## src/rtl/core/fgps_pkg.sv

```systemverilog
// ----------------------------------------------------------------------------
// fgps_pkg
// shared constants, types and codes of the grid parent selector
// ----------------------------------------------------------------------------
`default_nettype none

package fgps_pkg;

    localparam int MAX_ROWS   = 64;
    localparam int MAX_COLS   = 64;
    localparam int STORE      = MAX_ROWS * MAX_COLS;
    localparam int ROW_W      = $clog2(MAX_ROWS);
    localparam int COL_W      = $clog2(MAX_COLS);
    localparam int IDX_W      = $clog2(STORE);
    localparam int DIST_W     = 32;
    localparam int LVL_W      = 7;
    localparam int CFG_W      = 7;
    localparam int CFG_RESET  = 64;
    localparam int HOP_LIMIT  = 2 * (MAX_ROWS + MAX_COLS) + 8;
    localparam int HOP_W      = $clog2(HOP_LIMIT + 1);
    localparam int ADDR_W     = 3;
    localparam int OUT_DATA_W = 24;

    localparam logic [1:0] DIR_ROOT = 2'd0;
    localparam logic [1:0] DIR_UP   = 2'd1;
    localparam logic [1:0] DIR_DIAG = 2'd2;
    localparam logic [1:0] DIR_LEFT = 2'd3;

    localparam logic REG_ROWS = 1'b0;
    localparam logic REG_COLS = 1'b1;

    typedef logic [IDX_W-1:0]  idx_t;
    typedef logic [DIST_W-1:0] dist_t;
    typedef logic [LVL_W-1:0]  lvl_t;

    typedef enum logic [1:0] {
        KIND_ROOT,
        KIND_ROW0,
        KIND_COL0,
        KIND_INNER
    } kind_t;

    typedef struct packed {
        dist_t              distance;
        kind_t              kind;
        logic [ROW_W-1:0]   row;
        logic [COL_W-1:0]   col;
        idx_t               d;
        idx_t               a;
        idx_t               b;
        idx_t               c;
        logic               last;
    } item_t;

    typedef struct packed {
        logic  ok;
        idx_t  tgt;
        dist_t val;
    } link_t;

    typedef struct packed {
        idx_t par;
        lvl_t lvl;
    } pl_t;

    typedef struct packed {
        logic  ok;
        dist_t val;
    } max_t;

    typedef enum logic [3:0] {
        ST_IDLE,
        ST_INIT,
        ST_PRE_RD,
        ST_PRE_CAP,
        ST_WK_RU,
        ST_WK_CU,
        ST_WK_RV,
        ST_WK_CV,
        ST_WK_STEP,
        ST_WR_AC,
        ST_WR_D,
        ST_WR_EDGE,
        ST_FIN
    } state_t;

endpackage

`default_nettype wire

```

## src/rtl/core/fgps_queue.sv

```systemverilog
// ----------------------------------------------------------------------------
// fgps_queue
// two-entry request queue between front and back
// ----------------------------------------------------------------------------
`default_nettype none

module fgps_queue (
    input  wire logic           aclk,
    input  wire logic           aresetn,
    input  wire logic           push,
    input  fgps_pkg::item_t     push_item,
    input  wire logic           pop,
    output fgps_pkg::item_t     pop_item,
    output logic                full,
    output logic                empty
);
    import fgps_pkg::*;

    item_t      slot_reg [2];
    logic       wr_ptr_reg;
    logic       rd_ptr_reg;
    logic [1:0] count_reg;

    assign full     = (count_reg == 2'd2);
    assign empty    = (count_reg == 2'd0);
    assign pop_item = slot_reg[rd_ptr_reg];

    always_ff @(posedge aclk) begin
        if (push && !full) begin
            slot_reg[wr_ptr_reg] <= push_item;
        end
    end

    always_ff @(posedge aclk) begin
        if (!aresetn) begin
            wr_ptr_reg <= 1'b0;
            rd_ptr_reg <= 1'b0;
            count_reg  <= 2'd0;
        end else begin
            if (push && !full) begin
                wr_ptr_reg <= !wr_ptr_reg;
            end
            if (pop && !empty) begin
                rd_ptr_reg <= !rd_ptr_reg;
            end
            count_reg <= count_reg + 2'((push && !full) ? 1 : 0)
                                   - 2'((pop && !empty) ? 1 : 0);
        end
    end

endmodule

`default_nettype wire

```

## config.mk

```make
export PLATFORM = sky130hd
export DESIGN_NAME = fgps_queue
export DESIGN_NICKNAME = d
export VERILOG_FILES = /design/src/rtl/core/fgps_pkg.sv /design/src/rtl/core/fgps_queue.sv
export SDC_FILE = /design/constraint.sdc
export NUM_CORES = 1
export LEC_CHECK = 0
export BUFFER_PORTS_ARGS = -buffer_cell sky130_fd_sc_hd__buf_2
export CAP_MARGIN = 20
export CORE_AREA = 5 5 127 129
export CTS_CLUSTER_SIZE = 10
export DETAILED_ROUTE_END_ITERATION = 8
export DIE_AREA = 0 0 132 134
export HOLD_SLACK_MARGIN = 0.08
export PLACE_DENSITY = 0.85
export SYNTH_ARGS = -nofsm -noshare
export SYNTH_HDL_FRONTEND = slang
export SYNTH_SLANG_ARGS = --single-unit
```

## constraint.sdc

```tcl
create_clock -name aclk -period 13.7 [get_ports aclk]
set_clock_uncertainty 0.15 [all_clocks]
set_input_delay 0.685 -clock aclk [delete_from_list [all_inputs] [get_ports aclk]]
set_output_delay 0.685 -clock aclk [all_outputs]
set_load 0.02 [all_outputs]
```

==> results of run 1 <==
-- final timing paths --
path | to | slack (ps) | start
max reg2reg | slot_reg[0][56] | 11160 | count_reg[0]
min reg2reg | wr_ptr_reg | 380 | wr_ptr_reg
min | slot_reg[0][32] | 310 | push_item[32]
max | pop_item[0] | 10300 | register
-- cells in the mapped netlist, types with 3 or more instances --
master,instances,area share [%]
edfxtp_1,190,78
mux2_4,50,10
mux2_2,45,6.9
buf_6,6,0.93
dfxtp_1,5,1.4
buf_2,4,0.27
xnor2_1,3,0.36
-- critical path, delay by kind of cell, from the launching register on --
family                 cells  cell delay (ps)
buffers and inverters      2              910
flip-flops                 1              790
multiplexers               1              410
-- where the power goes --
part           leakage [nW]  total, mW  internal, mW  switching, mW
Clock                 0.265      0.452         0.250          0.203
Combinational          1.38      0.446         0.196          0.249
Sequential             1.82      0.790         0.750         0.0397
-- logic make-up (layout without fill, tap and decap cells) --
group	count (synthesis)	after routing	synth area share, %
muxes	96	96	17.4
adders and majority gates	2	2	0.343
xor gates and xnor gates	3	3	0.360
and+or+nand+nor	11	11	0.806
DFF	195	195	79.5
buffers and inverters	13	233	1.51
AOI/OAI and AO/OA	1	1	0.103
-- layer usage --
layer / routed length, um / global-route usage (%) / up-vias
met1: 5330 / 17.8 / 1765
li1: - / - / 1674
met5: 0 / 0 / -
met4: 116 / 3.94 / 0
met2: 6390 / 23.8 / 127
met3: 877 / 5.21 / 9
-- per-stage QoR --
stage	setup WS (ps)	util (%)	hold WS (ps)	total power, mW	instance area, um^2
5_1_grt	10150	60.3	282	1.76	9000
2_1_floorplan	8270	-	305	1.13	7300
3_5_place_dp	10680	56.7	382	1.26	8460
3_3_place_gp	10720	56.7	353	1.24	8460
4_1_cts	10220	60.3	285	1.71	9000
6_report	10300	60.3	306	1.69	9000
-- area by class of cell --
class,count,area share [%]
multi-input combinational,113,15.5
clock inverter,14,1.25
tap,188,2.61
clock buffer,18,4.77
inverter,2,0.0834
sequential,195,64.6
timing repair buffer,199,11.2
==> results.py, run 1 <==
metrics = {
    "place": {
        "gp_congestion": 0.711,
        "place.detailed.hpwl_um": 8870,
        "port_buffers": 195,
        "placed_cells": 697,
    },
    "layout": {
        "antenna_cells": 0,
        "multi_input_comb_area_um2": 1400,
        "nFillCells": 1076,
        "finalNonFillerCells": 729,
        "final_common_cell": "buf_2",
        "syn_to_final_growth_pct": 23.2,
        "seqCellArea_um2": 5810,
        "largest_reg_flops": 190,
        "final_cell_mix": "buf_2 (195), edfxtp_1 (190), mux2_4 (50)",
        "drive_gt1_share_pct": 60.3,
        "nNetsFinal": 629,
    },
    "global_route": {
        "grt_max_degree": 52,
        "grt_util_all_layers_pct": 14.3,
        "grt_antenna_before_repair": 0,
        "overflow": 0,
        "grt_pass1_vias": 3869,
        "grt_pass1_wl_um": 20000,
    },
    "drt": {
        "dr_total_vias": 3575,
        "viasPerCell": 4.90,
        "ant_nets": 0,
        "drc": 0,
        "wl_um": 12700,
        "first_pass_iters": 4,
        "wl_per_cell_um": 17.4,
        "drt_iter0_markers": 183,
    },
    "timing": {
        "slew_headroom_pct": 46.3,
        "drv_slew": 0,
        "post-route-min-period_ps": 3400,
        "finalSetupViolCount": 0,
        "worst_pin_slew_ps": 805,
        "hold_violations": 0,
        "rsz0062_at_grt": "no",
        "finalCritPeriodShare_pct": 24.8,
        "fmax_ghz": 0.294,
        "setup-tns-final_ps": 0,
    },
    "worst_setup_path": {
        "cp_cell_sequence": "buf_4 -> mux2_2 -> buf_2",
        "critPathKind": "register to primary output",
        "crit_required_ps": 12860,
        "end_kind": "primary output",
        "cp-start-kind": "register",
        "cpMaxStageDelayCell": "dfxtp_4",
        "crit_arrival_ps": 2570,
        "cpPeakStageDelay_ps": 790,
        "path_max_fanout": 48,
        "rr_worst_depth": 5,
    },
    "die": {
        "start_util_pct": 48.9,
        "rows": 45,
        "dieArea_um2": 17700,
        "die_y_um": 134,
        "ios": 196,
        "die_x_um": 132,
        "core-area_um2": 14900,
    },
    "clock_network": {
        "clockBufferDepth": 2,
        "path_clk_slew_ps": 70,
        "cts.sinks": 195,
        "postCtsSetupBuffers": 0,
        "holdBufCountCts": 0,
        "root_buffer": "clkbuf_16",
        "clock_latency_ps": 410,
        "cts_made_buffers": 17,
        "tritoncts": "built",
        "cts_max_level": 4,
        "cts.repair.resized": 0,
    },
    "power_and_ir_drop": {
        "vdd_drop_max_mv": 0.112,
        "p_per_area_nw_per_um2": 188,
        "p_leak_nw": 3.46,
    },
    "logic_synthesis": {
        "yosysUniqueCellTypes": 18,
        "ys_seq_area_share_pct": 79.5,
        "syn_nets": 422,
        "synth_ff_type": "edfxtp_1",
        "syn_avg_cell_area_um2": 22.7,
        "synth_edf_count": 190,
        "synthArstFlopShare_pct": 0,
        "postSynthCellCount": 321,
        "synth_area_um2": 7300,
        "yosysWarnings": 0,
        "ys_ff_latch": 195,
    },
    "run": {
        "cap_viol_max_count": 0,
    },
    "outcome": {
        "run_status": "finished, final reports clean",
    },
    "min_path": {
        "hp-class": "input pin to register",
        "hold_depth": 1,
    },
}
(Power assumes the default switching activity.)
==> run 2: changes to the inputs <==
clock period = 3.5 ns   (was 13.7 ns; I/O delays follow)
==> run 2 against run 1 <==
Final cell count is 13% higher. Combinational power rose to 4.3 times the previous value. Routed wire length up 20%. Global-route usage increased by 3.1 points. Sequential share of layout area is 6.6 points lower. Via count up 12%. Die area did not move. Core utilization is 6.9 points higher. First-iteration DRC count up 24%. Sequential power rose to 3.9 times the previous value.
==> results.py, run 2 (synthesis gave the netlist of run 1 again) <==
metrics = {
    "outcome": {
        "run_status": "finished, final reports clean",
    },
    "worst_setup_path": {
        "crit_required_ps": 3170,
        "path_max_fanout": 61,
        "crit_arrival_ps": 2210,
        "critPathKind": "register to primary output",
        "end_kind": "primary output",
        "r2r_start": "count_reg[0]",
        "cp-start-kind": "register",
    },
    "global_route": {
        "grt_util_all_layers_pct": 17.4,
        "grt_max_degree": 69,
        "grt_pass1_wl_um": 23800,
        "grt_pass1_vias": 4403,
        "overflow": 0,
        "grt_antenna_before_repair": 0,
    },
    "min_path": {
        "hp-start": "pop",
        "hp-class": "input pin to register",
    },
    "layout": {
        "drive_gt1_share_pct": 51.3,
        "final_cell_mix": "buf_2 (195), edfxtp_1 (190), dlygate4sd3_1 (97)",
        "final_common_cell": "buf_2",
        "final_util_pct": 67.2,
        "antenna_cells": 0,
        "fin_area_um2": 10000,
        "finalNonFillerCells": 826,
        "syn_to_final_growth_pct": 37.4,
        "nNetsFinal": 726,
        "largest_reg_flops": 190,
    },
    "drt": {
        "drc": 0,
        "wl_per_cell_um": 18.4,
        "wl_um": 15200,
        "first_pass_iters": 4,
        "drt_iter0_markers": 227,
        "dr_total_vias": 4020,
        "ant_nets": 0,
        "viasPerCell": 4.87,
    },
    "timing": {
        "finalCritPeriodShare_pct": 72.4,
        "slew_headroom_pct": 38.9,
        "finalSetupViolCount": 0,
        "worst_pin_slew_ps": 916,
        "drv_slew": 0,
        "setup-tns-final_ps": 0,
        "post-route-min-period_ps": 2530,
        "worst_hold_slack_ps": 86.8,
        "fmax_ghz": 0.395,
        "hold_violations": 0,
        "rsz0062_at_grt": "no",
    },
    "power_and_ir_drop": {
        "vdd_drop_max_mv": 0.606,
        "p_leak_nw": 3.89,
        "clkPwrFrac_pct": 27.4,
        "p_per_area_nw_per_um2": 684,
        "power.share.switching_pct": 29.3,
        "p_comb_share_pct": 27.7,
        "pwr-share-seq_pct": 45.0,
        "p_int_mw": 4.85,
        "p_switching_mw": 2.01,
    },
    "place": {
        "place.detailed.hpwl_um": 9060,
        "placed_area_um2": 8480,
        "placed_cells": 697,
        "port_buffers": 195,
        "gp_congestion": 0.769,
    },
    "die": {
        "start_util_pct": 48.9,
        "core-area_um2": 14900,
        "die_x_um": 132,
        "ios": 196,
        "dieArea_um2": 17700,
        "die_y_um": 134,
        "rows": 45,
    },
    "clock_network": {
        "cts_max_level": 4,
        "tritoncts": "built",
        "root_buffer": "clkbuf_16",
        "cts.sinks": 195,
        "path_clk_slew_ps": 60,
        "clock_latency_ps": 420,
        "clockBufferDepth": 2,
        "cts_made_buffers": 17,
    },
    "run": {
        "cap_viol_max_count": 0,
    },
}
-- run 2: what timing repair did --
action,CTS,global route
hold endpoints to repair,195,0
gates resized for setup,0,0
buffers inserted,0,0
hold buffers,97,0
-- run 2: per-stage QoR --
stage | total power [mW] | setup slack (ps)
5_1_grt | 7.17 | 871
2_1_floorplan | 4.42 | 141
3_5_place_dp | 4.95 | 1410
3_3_place_gp | 4.89 | 1430
4_1_cts | 6.92 | 942
6_report | 6.86 | 966
-- run 2: path summary, 6_finish.rpt --
check	end	slack, ps	cells after the start
max	pop_item[0]	970	3
min	rd_ptr_reg	90	4
max reg2reg	slot_reg[1][37]	1400	3
min reg2reg	wr_ptr_reg	390	2
-- run 2: per-layer routing --
layer,wire length [um],up-vias,GRT usage [%],share of wire (%)
li1,-,1875,-,-
met1,5790,1980,20.1,38
met2,8230,144,30.8,54
met3,950,21,5.93,6.2
met4,265,0,5.20,1.7
met5,0,-,0,0
-- run 2: cell type report --
class / instances / area (um^2)
tap: 188 / 235
timing repair buffer: 296 / 2000
sequential: 195 / 5810
multi-input combinational: 113 / 1400
fill: 923 / 4890
clock buffer: 17 / 425
clock inverter: 15 / 153
inverter: 2 / 7.51
-- run 2: worst max-delay path: stages (launching register included) --
cell	delay (ps)
dfxtp_4	740
buf_12	370
mux2_2	390
buf_2	160
-- run 2: power groups by stage --
| stage | combinational, mW | sequential, mW | clock (mW) |
|---|---|---|---|
| finish | 1.90 | 3.09 | 1.88 |
| detailed placement | 1.82 | 3.13 | 0 |
| global route | 2.01 | 3.11 | 2.05 |
| floorplan | 1.37 | 3.05 | 0 |
| CTS | 1.91 | 3.09 | 1.92 |
| global placement | 1.78 | 3.11 | 0 |
==> run 3: changes to the inputs <==
ABC_AREA = 1   (was not set)
clock period = 2.6 ns   (was 3.5 ns; I/O delays follow)
==> run 3 against run 2 <==
Sequential power rose by 34%. Final cell count increased by 1.8%. Sequential cell count did not move. Critical path depth did not move. Core utilization rose by 0.71 points. Count of clock-buffer cells in the layout unchanged. Die area unchanged. Highest routed layer unchanged.
==> results.py, run 3 <==
metrics = {
    "logic_synthesis": {
        "synthArstFlopShare_pct": 0,
        "yosysTopAreaCell": "edfxtp_1",
        "yosysWarnings": 0,
        "postSynthCellCount": 334,
        "synth_common_cells": "edfxtp_1 (190), mux2_4 (50), mux2_2 (45)",
        "synth_area_um2": 7310,
        "syn_nets": 435,
        "synth_edf_count": 190,
        "syn_avg_cell_area_um2": 21.9,
        "synth_top_cell_area_share_pct": 78.0,
        "yosysUniqueCellTypes": 13,
        "ys_ff_latch": 195,
        "yosysMostFrequentCell": "edfxtp_1",
        "synth_ff_type": "edfxtp_1",
        "ys_seq_area_share_pct": 79.4,
        "yosys-top-cells-area": "edfxtp_1 (78%), mux2_4 (10%), mux2_2 (6.9%)",
    },
    "place": {
        "gp_congestion": 0.687,
        "place.detailed.hpwl_um": 9000,
        "placed_cells": 712,
        "port_buffers": 195,
    },
    "timing": {
        "worst_pin_slew_ps": 616,
        "fmax_ghz": 0.460,
        "finalCritPeriodShare_pct": 83.6,
        "slew_headroom_pct": 58.9,
        "post-route-min-period_ps": 2170,
        "finalSetupViolCount": 0,
        "rsz0062_at_grt": "no",
        "setup-tns-final_ps": 0,
        "drv_slew": 0,
        "worst_hold_slack_ps": 290,
        "hold_violations": 0,
    },
    "clock_network": {
        "cts_made_buffers": 17,
        "tritoncts": "built",
        "clock_latency_ps": 410,
        "postCtsSetupBuffers": 0,
        "cts.sinks": 195,
        "cts_max_level": 4,
        "clockBufferDepth": 2,
        "cts.repair.resized": 0,
        "path_clk_slew_ps": 70,
        "root_buffer": "clkbuf_16",
    },
    "global_route": {
        "grt_max_degree": 56,
        "grt_pass1_vias": 4640,
        "grt_util_all_layers_pct": 17.3,
        "grt_antenna_before_repair": 0,
        "overflow": 0,
        "grt_pass1_wl_um": 23800,
    },
    "worst_setup_path": {
        "path_buf_inv": 2,
        "path_max_fanout": 46,
        "crit_arrival_ps": 1890,
        "crit_family": "flip-flops",
        "cp_cell_sequence": "buf_12 -> mux2_2 -> buf_2",
        "critPathKind": "register to primary output",
        "crit_required_ps": 2320,
        "end_kind": "primary output",
        "cpMaxStageDelayCell": "dfxtp_4",
        "cpPeakStageDelay_ps": 570,
        "r2r_start": "count_reg[0]",
        "cp-start-kind": "register",
    },
    "min_path": {
        "hp-class": "input pin to register",
        "hp-start": "push_item[22]",
    },
    "layout": {
        "syn_to_final_growth_pct": 38.6,
        "antenna_cells": 0,
        "finalNonFillerCells": 841,
        "final_util_pct": 67.9,
        "final_common_cell": "buf_2",
        "nNetsFinal": 742,
        "final_cell_mix": "buf_2 (195), edfxtp_1 (190), dlygate4sd3_1 (98)",
        "drive_gt1_share_pct": 50.2,
        "largest_reg_flops": 190,
    },
    "power_and_ir_drop": {
        "vdd_drop_max_mv": 0.566,
        "p_leak_nw": 3.97,
        "p_per_area_nw_per_um2": 935,
    },
    "die": {
        "core-area_um2": 14900,
        "ios": 196,
        "die_y_um": 134,
        "dieArea_um2": 17700,
        "start_util_pct": 49.0,
        "rows": 45,
        "die_x_um": 132,
    },
    "drt": {
        "wl_met1_um": 5520,
        "ant_nets": 0,
        "dr_total_vias": 4032,
        "wl_met2_um": 8270,
        "drt_iter0_markers": 226,
        "wl_met3_um": 922,
        "drc": 0,
        "first_pass_iters": 5,
        "wl_um": 14900,
        "wl_per_cell_um": 17.7,
        "viasPerCell": 4.79,
        "top_layer": "met4",
    },
    "outcome": {
        "run_status": "finished, final reports clean",
    },
    "run": {
        "cap_viol_max_count": 0,
    },
}
==> run 3: timing repair <==
| action | CTS | global route |
|---|---|---|
| hold buffers | 98 | 0 |
| setup endpoints to repair | 0 | 0 |
| endpoints found under the hold margin | 195 | 0 |
==> run 3: worst reg2reg max path: stages, from the launching register on <==
cell     delay, ps
dfxtp_1        360
inv_1           70
nand2_1        110
nand2_1        120
nor2_4         130
buf_4          510
==> run 3: cell families (layout without fill, tap and decap cells) <==
group           count (synthesis)  count (layout)  synth area share (%)
compound gates                  2               2                 0.137
fa+ha+maj                       2               2                 0.342
buf+inv                        20             339                  1.86
flops                         195             195                  79.4
mux                            95              95                  17.2
simple gates                   20              20                  1.08
==> run 3: worst paths after layout <==
path                                   endpoint  slack (ps)  depth (start not counted)
worst max-delay path               pop_item[34]         430                          3
worst min-delay path            slot_reg[1][22]         290                          2
worst max register to register  slot_reg[0][82]         740                          5
worst min register to register       rd_ptr_reg         370                          2
==> run 3: metal layers <==
metal	vias up	GRT usage, %
li1	1914	-
met1	1968	18.7
met2	133	32.1
met3	17	5.18
met4	0	5.94
met5	-	0
==> run 3: final cells by class <==
class | count | area [um^2]
flip-flops and latches | 195 | 5810
inverters | 9 | 37.5
clock buffers | 17 | 425
well taps | 188 | 235
repair buffers | 299 | 2060
multi-input cells | 119 | 1380
clock inverters | 14 | 185
fillers | 951 | 4780
==> run 3: metrics by stage <==
| stage | total power, mW | setup WS (ps) | instance area [um^2] |
|---|---|---|---|
| 2_1_floorplan | 5.99 | 38.6 | 7320 |
| 3_3_place_gp | 6.67 | 837 | 8540 |
| 3_5_place_dp | 6.77 | 746 | 8540 |
| 4_1_cts | 9.57 | 379 | 10100 |
| 5_1_grt | 9.90 | 343 | 10100 |
| 6_report | 9.48 | 426 | 10100 |
==> run 3: report_power, final <==
group          switching, mW  internal [mW]  leakage (nW)  total, mW
sequential             0.160           3.99          1.82       4.15
combinational           1.48           1.16          1.85       2.65
clock                   1.08           1.60         0.299       2.68
total                   2.72           6.76          3.97       9.48
