### src/rtl/core/fgps_pkg.sv
// ----------------------------------------------------------------------------
// fgps_pkg
// shared constants, types and codes of the grid parent selector
// ----------------------------------------------------------------------------
`default_nettype none

package fgps_pkg;

    localparam int MAX_ROWS   = 64;
    localparam int MAX_COLS   = 64;
    localparam int STORE      = MAX_ROWS * MAX_COLS;
    localparam int ROW_W      = $clog2(MAX_ROWS);
    localparam int COL_W      = $clog2(MAX_COLS);
    localparam int IDX_W      = $clog2(STORE);
    localparam int DIST_W     = 32;
    localparam int LVL_W      = 7;
    localparam int CFG_W      = 7;
    localparam int CFG_RESET  = 64;
    localparam int HOP_LIMIT  = 2 * (MAX_ROWS + MAX_COLS) + 8;
    localparam int HOP_W      = $clog2(HOP_LIMIT + 1);
    localparam int ADDR_W     = 3;
    localparam int OUT_DATA_W = 24;

    localparam logic [1:0] DIR_ROOT = 2'd0;
    localparam logic [1:0] DIR_UP   = 2'd1;
    localparam logic [1:0] DIR_DIAG = 2'd2;
    localparam logic [1:0] DIR_LEFT = 2'd3;

    localparam logic REG_ROWS = 1'b0;
    localparam logic REG_COLS = 1'b1;

    typedef logic [IDX_W-1:0]  idx_t;
    typedef logic [DIST_W-1:0] dist_t;
    typedef logic [LVL_W-1:0]  lvl_t;

    typedef enum logic [1:0] {
        KIND_ROOT,
        KIND_ROW0,
        KIND_COL0,
        KIND_INNER
    } kind_t;

    typedef struct packed {
        dist_t              distance;
        kind_t              kind;
        logic [ROW_W-1:0]   row;
        logic [COL_W-1:0]   col;
        idx_t               d;
        idx_t               a;
        idx_t               b;
        idx_t               c;
        logic               last;
    } item_t;

    typedef struct packed {
        logic  ok;
        idx_t  tgt;
        dist_t val;
    } link_t;

    typedef struct packed {
        idx_t par;
        lvl_t lvl;
    } pl_t;

    typedef struct packed {
        logic  ok;
        dist_t val;
    } max_t;

    typedef enum logic [3:0] {
        ST_IDLE,
        ST_INIT,
        ST_PRE_RD,
        ST_PRE_CAP,
        ST_WK_RU,
        ST_WK_CU,
        ST_WK_RV,
        ST_WK_CV,
        ST_WK_STEP,
        ST_WR_AC,
        ST_WR_D,
        ST_WR_EDGE,
        ST_FIN
    } state_t;

endpackage

`default_nettype wire

### src/rtl/core/fgps_front.sv
// ----------------------------------------------------------------------------
// fgps_front
// register port, grid position counters and cell classification
// ----------------------------------------------------------------------------
`default_nettype none

module fgps_front (
    input  wire logic                        aclk,
    input  wire logic                        aresetn,
    input  wire logic                        psel,
    input  wire logic                        penable,
    input  wire logic                        pwrite,
    input  wire logic [fgps_pkg::ADDR_W-1:0] paddr,
    input  wire logic [31:0]                 pwdata,
    output logic      [31:0]                 prdata,
    input  wire logic                        in_valid,
    output logic                             in_ready,
    input  wire logic [31:0]                 in_dist,
    output logic                             q_push,
    output fgps_pkg::item_t                  q_item,
    input  wire logic                        q_full
);
    import fgps_pkg::*;

    logic [CFG_W-1:0] rows_cfg_reg;
    logic [CFG_W-1:0] cols_cfg_reg;
    logic [ROW_W-1:0] row_cnt_reg;
    logic [COL_W-1:0] col_cnt_reg;
    logic [ROW_W-1:0] row_cnt_next;
    logic [COL_W-1:0] col_cnt_next;

    logic [CFG_W-1:0] rows_eff;
    logic [CFG_W-1:0] cols_eff;
    logic             wrap;
    logic [ROW_W-1:0] r;
    logic [COL_W-1:0] c;
    idx_t             d;
    idx_t             a;
    idx_t             cl;
    kind_t            kind;
    logic             cfg_wr;

    assign cfg_wr   = psel && penable && pwrite;
    assign in_ready = !q_full;
    assign q_push   = in_valid && !q_full;

    always_comb begin
        unique case (paddr[2])
            REG_ROWS: prdata = 32'(rows_cfg_reg);
            REG_COLS: prdata = 32'(cols_cfg_reg);
            default:  prdata = 32'd0;
        endcase
    end

    always_comb begin
        if (rows_cfg_reg == '0) begin
            rows_eff = CFG_W'(1);
        end else if (rows_cfg_reg > CFG_W'(MAX_ROWS)) begin
            rows_eff = CFG_W'(MAX_ROWS);
        end else begin
            rows_eff = rows_cfg_reg;
        end
        if (cols_cfg_reg == '0) begin
            cols_eff = CFG_W'(1);
        end else if (cols_cfg_reg > CFG_W'(MAX_COLS)) begin
            cols_eff = CFG_W'(MAX_COLS);
        end else begin
            cols_eff = cols_cfg_reg;
        end

        wrap = (CFG_W'(row_cnt_reg) >= rows_eff) || (CFG_W'(col_cnt_reg) >= cols_eff);
        r    = wrap ? '0 : row_cnt_reg;
        c    = wrap ? '0 : col_cnt_reg;
        d    = IDX_W'(IDX_W'(r) * IDX_W'(cols_eff) + IDX_W'(c));
        a    = d - IDX_W'(cols_eff);
        cl   = d - IDX_W'(1);

        if (r == '0 && c == '0) begin
            kind = KIND_ROOT;
        end else if (r == '0) begin
            kind = KIND_ROW0;
        end else if (c == '0) begin
            kind = KIND_COL0;
        end else begin
            kind = KIND_INNER;
        end

        q_item.distance = in_dist;
        q_item.kind     = kind;
        q_item.row      = r;
        q_item.col      = c;
        q_item.d        = d;
        q_item.a        = (kind == KIND_ROW0) ? cl : a;
        q_item.b        = a - IDX_W'(1);
        q_item.c        = cl;
        q_item.last     = (CFG_W'(r) == rows_eff - CFG_W'(1))
                       && (CFG_W'(c) == cols_eff - CFG_W'(1));

        if (CFG_W'(c) + CFG_W'(1) < cols_eff) begin
            col_cnt_next = COL_W'(CFG_W'(c) + CFG_W'(1));
            row_cnt_next = r;
        end else begin
            col_cnt_next = '0;
            row_cnt_next = (CFG_W'(r) + CFG_W'(1) < rows_eff)
                         ? ROW_W'(CFG_W'(r) + CFG_W'(1)) : '0;
        end
    end

    always_ff @(posedge aclk) begin
        if (!aresetn) begin
            rows_cfg_reg <= CFG_W'(CFG_RESET);
            cols_cfg_reg <= CFG_W'(CFG_RESET);
            row_cnt_reg  <= '0;
            col_cnt_reg  <= '0;
        end else begin
            if (cfg_wr) begin
                unique case (paddr[2])
                    REG_ROWS: rows_cfg_reg <= pwdata[CFG_W-1:0];
                    REG_COLS: cols_cfg_reg <= pwdata[CFG_W-1:0];
                    default:  ;
                endcase
            end
            if (q_push) begin
                row_cnt_reg <= row_cnt_next;
                col_cnt_reg <= col_cnt_next;
            end
        end
    end

endmodule

`default_nettype wire

### config.mk
export PLATFORM = sky130hd
export DESIGN_NAME = fgps_front
export DESIGN_NICKNAME = d
export VERILOG_FILES = /design/src/rtl/core/fgps_pkg.sv /design/src/rtl/core/fgps_front.sv
export SDC_FILE = /design/constraint.sdc
export NUM_CORES = 1
export LEC_CHECK = 0
export BUFFER_PORTS_ARGS = -buffer_cell sky130_fd_sc_hd__buf_2
export CORE_ASPECT_RATIO = 1.2
export CORE_MARGIN = 10
export CORE_UTILIZATION = 31
export CTS_BUF_LIST = sky130_fd_sc_hd__clkbuf_8
export DETAILED_ROUTE_END_ITERATION = 10
export PLACE_DENSITY_LB_ADDON = 0.25
export SETUP_SLACK_MARGIN = 0.2
export SYNTH_ARGS = -nofsm -noshare
export SYNTH_HDL_FRONTEND = slang
export SYNTH_SLANG_ARGS = --single-unit
### constraint.sdc
create_clock -name aclk -period 9.19 [get_ports aclk]
set_input_delay 0.919 -clock aclk [delete_from_list [all_inputs] [get_ports aclk]]
set_output_delay 0.919 -clock aclk [all_outputs]
set_load 0.05 [all_outputs]
==> results of run 1 <==
==> where the power goes <==
group          internal (W)  leakage (nW)  switching [W]
clock network     0.0000384        0.0288      0.0000371
registers          0.000115         0.212     0.00000341
logic             0.0000544          2.67       0.000161
==> synth_stat cells, types with 3 or more instances <==
master	n	area (um2)
a211oi_1	3	22.5
a21boi_0	13	97.6
a21boi_1	5	37.5
a21o_1	8	60.1
a21oi_1	19	95.1
a22oi_1	5	37.5
a31oi_1	6	37.5
and3_1	3	18.8
buf_4	57	428
clkbuf_1	11	41.3
dfxtp_1	26	521
fa_1	24	480
ha_1	71	888
inv_1	56	210
inv_2	6	22.5
mux2_1	3	33.8
mux2_2	9	101
nand2_1	83	312
nand2b_1	7	43.8
nand3_1	21	105
nand3b_1	3	22.5
nand4_1	6	37.5
nor2_1	58	218
nor2b_1	13	81.3
nor3_1	21	105
nor3b_1	5	37.5
nor4_1	5	31.3
o21a_1	8	60.1
o21ai_0	9	45.0
o21ai_1	4	20.0
o32ai_1	3	26.3
or3_1	4	25.0
xnor2_1	35	307
xor2_1	21	184
==> per-layer routing <==
layer / vias up / part of all wire, % / wire length [um] / track usage [%]
met5: - / 0 / 0 / 0
met4: 0 / 1.3 / 187 / 3.09
met3: 12 / 5.1 / 754 / 1.58
met2: 98 / 50 / 7300 / 22.9
met1: 2182 / 44 / 6460 / 16.2
li1: 2346 / - / - / -
==> area by class of cell <==
cell class                      count  area, um2  share of cell area, %
Clock buffer                        4       55.1                  0.917
Inverter                           63        239                   3.98
Multi-Input combinational cell    535       4250                   70.8
Sequential cell                    26        527                   8.77
Tap cell                          212        265                   4.42
Timing Repair Buffer              117        668                   11.1
==> through the flow <==
| stage | area (um2) | utilization, % |
|---|---|---|
| 2_1_floorplan | 5390 | - |
| 3_3_place_gp | 5810 | 35.6 |
| 3_5_place_dp | 5810 | 35.6 |
| 4_1_cts | 5890 | 36.1 |
| 5_1_grt | 6000 | 36.7 |
| 6_report | 6000 | 36.7 |
==> cells by family after synthesis <==
family	count (synthesis)
AO/OA/AOI/OAI	98
XOR/XNOR	57
adder cells (fa/ha/maj)	95
buffers and inverters	133
flip-flops	26
multiplexers	14
other	1
AND/OR/NAND/NOR	246
==> cells in the final DEF, fill, tap and decap left out, drive strengths merged, types with 3 or more instances in the layout <==
cell type,n
clkbuf,4
a21oi,19
or3,4
and3,3
mux2,12
ha,71
nor4,6
nor3,21
a22oi,5
o32ai,3
o21a,8
inv,62
a31oi,6
nor2b,13
conb,25
fa,24
dfxtp,26
buf,117
nor2,59
nand3,21
o211ai,3
xnor2,36
xor2,21
nand2,83
nand4,6
a211oi,4
nand2b,7
nor3b,7
nand3b,3
a21o,8
o21ai,13
a21boi,18
==> worst max path at each step <==
stage	to	slack, ns
2_1_floorplan	q_item[23]	0.27
3_3_place_gp	q_item[24]	0.34
3_5_place_dp	q_item[24]	0.30
4_1_cts	q_item[24]	0.19
5_1_grt	q_item[23]	0.24
6_report	q_item[21]	0.68
==> worst reg2reg max path, stage by stage, from the launching register on <==
cell       delay [ns]
dfxtp_2          0.44
nor2b_4          0.23
inv_1            0.09
ha_1             0.29
a21o_1           0.18
a21oi_1          0.16
a2bb2oi_2        0.24
and2_2           0.23
buf_4            0.18
nand2_1          0.11
inv_1            0.14
ha_1             0.21
nand4_1          0.14
xor2_1           0.20
ha_1             0.28
o21ai_1          0.06
a211o_1          0.41
nor3_1           0.58
a22oi_1          0.14
nor2b_1          0.14
==> timing repair <==
| item | in CTS | in global routing |
|---|---|---|
| gates resized for setup | 6 | 23 |
| endpoints found under the setup margin | 3 | 10 |
| hold buffers | 0 | 0 |
| buffers inserted | 0 | 3 |
| gates cloned | 0 | 0 |
| pin swaps | 2 | 4 |
==> metrics.md, run 1 <==
| Metric | Value |
|---|---|
| Status | `completed` |
| RSZ-0062 raised after global routing | `no` |
| Final setup fails | `0` |
| Synth unique cells | `62` |
| Setup_tns | `0 ns` |
| Crit path required time | `8.27 ns` |
| Reg clk slew, reported paths | `0.09 ns` |
| Clock skew | `0.00419 ns` |
| Yosys warning count | `0` |
| PnR worst setup slack | `0.678 ns` |
| Slew HR | `45.4%` |
| Setup crit end kind | `output pin` |
| Dpl cells | `950` |
| Vias in the first global route | `4657` |
| Slowest CP cell | `fa_1` |
| Clock Latency Late Sink | `0.27 ns` |
| Initial core utilization | `31.7%` |
| Die X | `138 um` |
| Final Non-Filler Cells | `957` |
| Root buffer cell | `clkbuf_8` |
| Max Cap Viol | `0` |
| Reg2reg start | `cols_cfg_reg[6]` |
| CP Max Fanout | `14` |
| CTS Sinks | `26` |
| Die area | `22300 um2` |
| Mapped Cells | `670` |
| Compound-Gate Fraction of Synth Area | `13.6%` |
| DRC Markers | `0` |
| CP max stage delay | `0.53 ns` |
| Critical Path Stages | `30` |
| Height of the die | `162 um` |
| Critical path origin | `cols_cfg_reg[6]` |
| Std-Cell Rows | `51` |
| Post-synthesis area per instance | `7.73 um2` |
| Post-synth EDFFs | `0` |
| Global-route wire length before repair | `24100 um` |
| Total routed wirelength | `14700 um` |
| Worst min-delay path class | `reg -> reg` |
| Reg2Reg Depth | `19` |
| Hold Crit Depth | `2` |
| DR iter-0 viols | `162` |
| Worst Path Arrival | `7.59 ns` |
| Synth Register Bits | `26` |
| FF-to-FF End | `row_cnt_reg[5]` |
| Antenna cell count | `0` |
| Vias per cell | `4.85` |
| Worst Max-Slew Pin Slew | `0.817 ns` |
| Synth Area in Simple Gates | `23.3%` |
| Ys async rst share | `0%` |
| Router iterations before antenna repair | `4` |
| IO Count | `203` |
| H-tree lvl count | `1` |
| Tmin final | `8.51 ns` |
| Seq/Total Area, Yosys | `10.1%` |
| GR Util All Layers | `13.0%` |
| Top delay family on crit path | `adder cells` |
| Antenna Violating Nets Remaining | `0` |
| WS Path Type | `reg -> out` |
| Crit start category | `flop` |
| Initial antenna violation count | `0` |
| Max clock buf depth | `2` |
| Hold EP | `rows_cfg_reg[4]` |
| Peak supply drop | `0.0000686 V` |
| Area of the mapped netlist | `5180 um2` |
| PD cells | `68.2 nW/um2` |
| Final HPWL DP | `12400 um` |
| Total CTS buffers | `3` |
| Pwr Total | `0.000409 W` |
| Fin. Hold Viols | `0` |
| Max Clk Rate | `117 MHz` |
| HP Start | `rows_cfg_reg[4]` |
| CTS tree | `yes` |
| Buffer and inverter count on the worst path | `7` |
| Xor and xnor area share after synthesis | `9.79%` |
| Layout fillers | `1807` |
| Hold WS | `0.501 ns` |
| Core ar. | `16300 um2` |
| Final Max Tran Viols | `0` |
| Syn-to-layout area delta | `16.0%` |
| Routability cong. | `0.829` |
| Pre-CTS WS | `0.299 ns` |
| Vias | `4638` |
| Wire per inst | `15.4 um` |
| Layout Nets | `915` |
| Synth Area in Adders | `26.4%` |
| Pleak | `2.91 nW` |
| R2r setup slk | `4.69 ns` |
| Input/output buffers | `86` |
| Largest net degree at the start of global routing | `27` |
| Share of cells above drive strength 1 | `24.6%` |
| Period Utilization, post-route | `92.6%` |
| Main combinational cell family by area after synthesis | `adder cells` |
| Mux share of post-synthesis cell area | `3.00%` |
| Grt total ovfl | `0` |
| Primary FF master, synth | `dfxtp_1` |
(Power assumes the default switching activity.)
==> run 2: changes to the inputs <==
--- a/config.mk
+++ b/config.mk
@@ -6,6 +6,8 @@
 export NUM_CORES = 1
 export LEC_CHECK = 0
 export BUFFER_PORTS_ARGS = -buffer_cell sky130_fd_sc_hd__buf_2
+export CELL_PAD_IN_SITES_DETAIL_PLACEMENT = 1
+export CELL_PAD_IN_SITES_GLOBAL_PLACEMENT = 1
 export CORE_ASPECT_RATIO = 1.2
 export CORE_MARGIN = 10
 export CORE_UTILIZATION = 31
==> metrics.md, run 2 (synthesis gave the netlist of run 1 again) <==
| Metric | Value |
|---|---|
| Status | `completed` |
| Period Utilization, post-route | `93.1% (+0.44 points)` |
| Worst Max-Slew Pin Slew | `0.857 ns (+0.0398 ns)` |
| Antenna cell count | `0 (unchanged)` |
| Final Max Tran Viols | `0 (unchanged)` |
| Tmin final | `8.55 ns (+0.0407 ns)` |
| Total routed wirelength | `16400 um (+12%)` |
| Die X | `138 um (unchanged)` |
| Vias in the first global route | `5292 (+14%)` |
| Max Clk Rate | `117 MHz (-0.48%)` |
| CP max stage delay | `0.53 ns (about the same)` |
| FF-to-FF End | `row_cnt_reg[5]` |
| Crit path required time | `8.27 ns (about the same)` |
| Critical path origin | `rows_cfg_reg[4]` |
| Final setup fails | `0 (unchanged)` |
| Global-route wire length before repair | `26600 um (+10%)` |
| Std-Cell Rows | `51 (unchanged)` |
| Initial antenna violation count | `0 (unchanged)` |
| H-tree lvl count | `1 (unchanged)` |
| Root buffer cell | `clkbuf_8` |
| Height of the die | `162 um (unchanged)` |
| Reg clk slew, reported paths | `0.09 ns (about the same)` |
| Vias per cell | `4.95 (+2.1%)` |
| CTS tree | `yes` |
| Slowest CP cell | `fa_1` |
| Reg2reg start | `cols_cfg_reg[4]` |
| Layout Nets | `924 (+0.98%)` |
| IO Count | `203 (unchanged)` |
| Max Cap Viol | `0 (unchanged)` |
| Most frequent cells in the layout | `nand2_1 (83), buf_2 (83), ha_1 (70)` |
| R2r setup slk | `4.54 ns (-0.15 ns)` |
| Switching pwr | `0.000205 W (+1.8%)` |
| Clock skew | `0.00361 ns (-0.000581 ns)` |
| Sequential share of power | `29.2% (+0.4 points)` |
| Sw Share | `50.8% (+1.5 points)` |
| Pleak | `2.94 nW (+0.85%)` |
| HP Start | `col_cnt_reg[0]` |
| Setup crit end kind | `output pin` |
| Peak supply drop | `0.0000563 V (-18%)` |
| Router iterations before antenna repair | `4 (unchanged)` |
| PD cells | `66.8 nW/um2 (-2.0%)` |
| Max clock buf depth | `2 (unchanged)` |
| Share of cells above drive strength 1 | `25.2% (+0.67 points)` |
| Final HPWL DP | `14200 um (+15%)` |
| Pwr Total | `0.000404 W (-1.2%)` |
| Worst min-delay path class | `reg -> reg` |
| GR Util All Layers | `14.4% (+1.4 points)` |
| Share of total power in the clock network | `16.7% (-1.7 points)` |
| Combinational cell fraction of total power | `54.1% (+1.4 points)` |
| DR iter-0 viols | `128 (-21%)` |
| Core ar. | `16300 um2 (unchanged)` |
| CP Max Fanout | `8 (-6)` |
| Slew HR | `42.7% (-2.7 points)` |
| Wire per inst | `17.0 um (+11%)` |
| Initial core utilization | `31.7% (unchanged)` |
| Setup_tns | `0 ns (unchanged)` |
| WS Path Type | `reg -> out` |
| Clock Latency Late Sink | `0.28 ns (about the same)` |
| RSZ-0062 raised after global routing | `yes` |
| Largest net degree at the start of global routing | `27 (unchanged)` |
| Hold Crit Depth | `2 (unchanged)` |
| Hold EP | `col_cnt_reg[0]` |
| Crit start category | `flop` |
| Antenna Violating Nets Remaining | `0 (unchanged)` |
| DRC Markers | `0 (unchanged)` |
| Grt total ovfl | `0 (unchanged)` |
| Die area | `22300 um2 (unchanged)` |
| CTS Sinks | `26 (unchanged)` |
| Reg2Reg Depth | `19 (unchanged)` |
| Worst Path Arrival | `7.63 ns (+0.04 ns)` |
| Vias | `4777 (+3.0%)` |
| Input/output buffers | `86 (unchanged)` |
| Syn-to-layout area delta | `16.9%` |
| Internal power | `0.000199 W (-4.2%)` |
| Routability cong. | `0.851 (+2.7%)` |
| Fin. Hold Viols | `0 (unchanged)` |
| Total CTS buffers | `3 (unchanged)` |
## run 2: changes by cell type in the layout (fill, tap and decap cells not counted), moves of 2 or more
| cell | previous run | this run |
|---|---|---|
| nor3_2 | 0 | 3 |
| buf_6 | 0 | 2 |
| nor3_1 | 20 | 18 |
| buf_4 | 33 | 40 |
## run 2: metrics by stage
| step | area [um2] | cells | hold slack [ns] | utilization (%) | setup slack [ns] |
|---|---|---|---|---|---|
| 5_1_grt | 6050 | 965 | 0.543 | 37.0 | 0.196 |
| 3_5_place_dp | 5870 | 958 | 0.497 | 36.0 | 0.407 |
| 3_3_place_gp | 5870 | 958 | 0.487 | 36.0 | 0.450 |
| 4_1_cts | 5930 | 961 | 0.511 | 36.3 | 0.220 |
| 6_report | 6050 | 965 | 0.504 | 37.0 | 0.638 |
| 2_1_floorplan | 5390 | 694 | 0.457 | - | 0.267 |
## run 2: cell type report
cell class                 count  area, um2
sequential                    26        528
timing repair buffer         126        746
fill                        2040      10300
tap                          212        265
clock buffer                   3       41.3
multi-input combinational    535       4230
inverter                      63        239
## run 2: power groups by stage
stage                     logic (W)  clock network (W)  registers (W)
after global routing       0.000233          0.0000747       0.000118
after floorplan            0.000214                  0       0.000119
after CTS                  0.000218          0.0000709       0.000118
after global placement     0.000215                  0       0.000120
final                      0.000219          0.0000675       0.000118
after detailed placement   0.000218                  0       0.000120
## run 2: how the worst max path moves through the flow
stage,to,slack (ns)
after CTS,q_item[24],0.22
after detailed placement,q_item[24],0.41
final,q_item[24],0.64
after global placement,q_item[24],0.45
after global routing,q_item[23],0.20
after floorplan,q_item[23],0.27
## run 2: timing repair
action / 4_1_cts / 5_1_grt
pin swaps: 2 / 5
setup buffers: 0 / 4
hold buffers: 0 / 0
cloned: 0 / 0
setup endpoints to repair: 2 / 9
gates resized for setup: 5 / 25
## run 2: worst max-delay path: cells and delay by family (launching register included)
family,cells,cell delay (ns)
AOI/OAI and AO/OA,5,0.82
xor gates and xnor gates,3,0.53
adders and majority gates,7,2.72
buffers and inverters,9,1.15
DFF,1,0.36
and+or+nand+nor,11,1.79
## run 2: metal layers
metal	vias to the layer above	routed length, um	GRT usage [%]	share of wire [%]
met5	-	0	0	0
met4	0	196	2.85	1.2
met3	17	697	1.61	4.2
met2	97	8700	27.9	53
met1	2313	6820	16.1	42
li1	2350	-	-	-
==> run 3: changes to the inputs <==
--- a/config.mk
+++ b/config.mk
@@ -11,7 +11,7 @@
 export CORE_ASPECT_RATIO = 1.2
 export CORE_MARGIN = 10
 export CORE_UTILIZATION = 31
-export CTS_BUF_LIST = sky130_fd_sc_hd__clkbuf_8
+export CTS_BUF_LIST = sky130_fd_sc_hd__clkbuf_4
 export DETAILED_ROUTE_END_ITERATION = 10
 export PLACE_DENSITY_LB_ADDON = 0.25
 export SETUP_SLACK_MARGIN = 0.2
==> metrics.md, run 3 (synthesis gave the netlist of run 1 again) <==
| Metric | Value |
|---|---|
| Initial antenna violation count | `1 (+1)` |
| Hold EP | `col_cnt_reg[0]` |
| WS Path Type | `reg -> out` |
| Root buffer cell | `clkbuf_4` |
| Input/output buffers | `86 (unchanged)` |
| Wire length on met2 | `8720 um (+0.16%)` |
| Worst Max-Slew Pin Slew | `0.859 ns (+0.00155 ns)` |
| Clock Latency Late Sink | `0.34 ns (+0.06 ns)` |
| DRT met1 WL | `6760 um (-0.91%)` |
| Routability cong. | `0.851 (unchanged)` |
| HP Start | `col_cnt_reg[0]` |
| Combinational cell fraction of total power | `56.4% (+2.3 points)` |
| Slew HR | `42.6% (-0.10 points)` |
| Final HPWL DP | `14200 um (unchanged)` |
| DRC Markers | `0 (unchanged)` |
| PD cells | `64.2 nW/um2 (-3.9%)` |
| Internal power | `0.000185 W (-6.8%)` |
| Area of the multi-input gates | `4260 um2 (+0.56%)` |
| Reg2Reg Depth | `19 (unchanged)` |
| Setup_tns | `0 ns (unchanged)` |
| Sequential share of power | `30.4% (+1.2 points)` |
| Reg2reg start | `cols_cfg_reg[4]` |
| Max Cap Viol | `0 (unchanged)` |
| Worst min-delay path class | `reg -> reg` |
| Slowest CP cell | `fa_1` |
| Layout Nets | `924 (unchanged)` |
| Crit path required time | `8.27 ns (about the same)` |
| IO Count | `203 (unchanged)` |
| CP max stage delay | `0.53 ns (about the same)` |
| Final setup fails | `0 (unchanged)` |
| Period Utilization, post-route | `92.6% (-0.47 points)` |
| Share of total power in the clock network | `13.2% (-3.5 points)` |
| Final instance area | `6060 um2 (+0.12%)` |
| CP Max Fanout | `8 (unchanged)` |
| Syn-to-layout area delta | `17.1%` |
| Most frequent cells in the layout | `nand2_1 (83), buf_2 (83), ha_1 (69)` |
| Antenna Violating Nets Remaining | `0 (unchanged)` |
| Reg clk slew, reported paths | `0.14 ns (+0.05 ns)` |
| Hold Crit Depth | `2 (unchanged)` |
| Vias per cell | `4.96 (+0.29%)` |
| H-tree lvl count | `1 (unchanged)` |
| Height of the die | `162 um (unchanged)` |
| RSZ-0062 raised after global routing | `no` |
| Pre-CTS WS | `0.407 ns (unchanged)` |
| Initial core utilization | `31.7% (unchanged)` |
| Die area | `22300 um2 (unchanged)` |
| FF-to-FF End | `row_cnt_reg[1]` |
| Tmin final | `8.51 ns (-0.0435 ns)` |
| DR iter-0 viols | `137 (+7.0%)` |
| Max clock buf depth | `2 (unchanged)` |
| Total CTS buffers | `3 (unchanged)` |
| Max Clk Rate | `118 MHz (+0.51%)` |
| Fin. Hold Viols | `0 (unchanged)` |
| Peak supply drop | `0.0000500 V (-11%)` |
| Crit start category | `flop` |
| Core Util, Final | `37.1% (+0.046 points)` |
| Met3 wire len | `714 um (+2.4%)` |
| Pleak | `2.93 nW (-0.14%)` |
| PnR worst setup slack | `0.681 ns (+0.0435 ns)` |
| Die X | `138 um (unchanged)` |
| Hold WS | `0.511 ns (+0.00729 ns)` |
| Total routed wirelength | `16400 um (about the same)` |
| CTS Sinks | `26 (unchanged)` |
| GR Util All Layers | `14.4% (+0.051 points)` |
| Critical path origin | `rows_cfg_reg[4]` |
| Register area | `528 um2 (unchanged)` |
| R2r setup slk | `4.51 ns (-0.03 ns)` |
| Vias in the first global route | `5304 (+0.23%)` |
| Layout fillers | `2038 (-0.098%)` |
| Clock skew | `0.00247 ns (-0.00114 ns)` |
| CTS tree | `yes` |
| Global-route wire length before repair | `26600 um (about the same)` |
| Std-Cell Rows | `51 (unchanged)` |
| Highest metal used | `met4` |
| Top delay family on crit path | `adder cells` |
| Largest net degree at the start of global routing | `27 (unchanged)` |
| Final Max Tran Viols | `0 (unchanged)` |
| Placement Cell Area | `5870 um2 (unchanged)` |
| Switching pwr | `0.000204 W (-0.95%)` |
| Core ar. | `16300 um2 (unchanged)` |
| Wire per inst | `17.0 um (-0.18%)` |
| Router iterations before antenna repair | `4 (unchanged)` |
| Share of cells above drive strength 1 | `25.5% (+0.27 points)` |
| Worst Path Arrival | `7.59 ns (-0.04 ns)` |
| Setup crit end kind | `output pin` |
| Status | `completed` |
| Buffer and inverter count on the worst path | `9 (unchanged)` |
| Vias | `4796 (+0.40%)` |
| Grt total ovfl | `0 (unchanged)` |
| Sw Share | `52.4% (+1.5 points)` |
[run 3: worst max-delay path by stage]
stage	end	slack, ns	cells after the start
4_1_cts	q_item[24]	0.25	32
5_1_grt	q_item[23]	0.17	33
2_1_floorplan	q_item[23]	0.27	32
3_3_place_gp	q_item[24]	0.45	34
6_report	q_item[24]	0.68	35
3_5_place_dp	q_item[24]	0.41	31
[run 3: area by class of cell]
class	instances	share of cell area, %
antenna	1	0.0413
clock buffer	3	0.372
inverter	63	3.94
multi-input combinational	535	70.2
sequential	26	8.71
tap	212	4.38
timing repair buffer	126	12.3
[run 3: power groups by stage]
stage          clock (W)  combinational, W  sequential (W)
2_1_floorplan          0          0.000214        0.000119
3_3_place_gp           0          0.000215        0.000120
3_5_place_dp           0          0.000218        0.000120
4_1_cts        0.0000562          0.000219        0.000118
5_1_grt        0.0000598          0.000234        0.000119
6_report       0.0000514          0.000219        0.000118
[run 3: stage by stage]
stage          total power, W  cells
3_3_place_gp         0.000335    958
4_1_cts              0.000393    961
3_5_place_dp         0.000338    958
6_report             0.000389    966
2_1_floorplan        0.000333    694
5_1_grt              0.000412    966
[run 3: timing repair]
| item | CTS | global route |
|---|---|---|
| hold buffers | 0 | 0 |
| setup endpoints to repair | 3 | 9 |
| gates resized for setup | 8 | 26 |
| setup buffers | 0 | 4 |
| pin swaps | 2 | 7 |
| gates cloned | 0 | 0 |
[run 3: routing by layer]
layer | track usage (%) | vias up
met4 | 3.13 | 0
met3 | 1.71 | 17
met5 | 0 | -
met2 | 27.9 | 99
li1 | - | 2353
met1 | 16.1 | 2327
[run 3: tightest hold or removal path, delay by kind of cell, from the launching register on]
kind,cells,cell delay (ns)
AOI/OAI and AO/OA,1,0.05
DFF,1,0.37
and+or+nand+nor,1,0.07
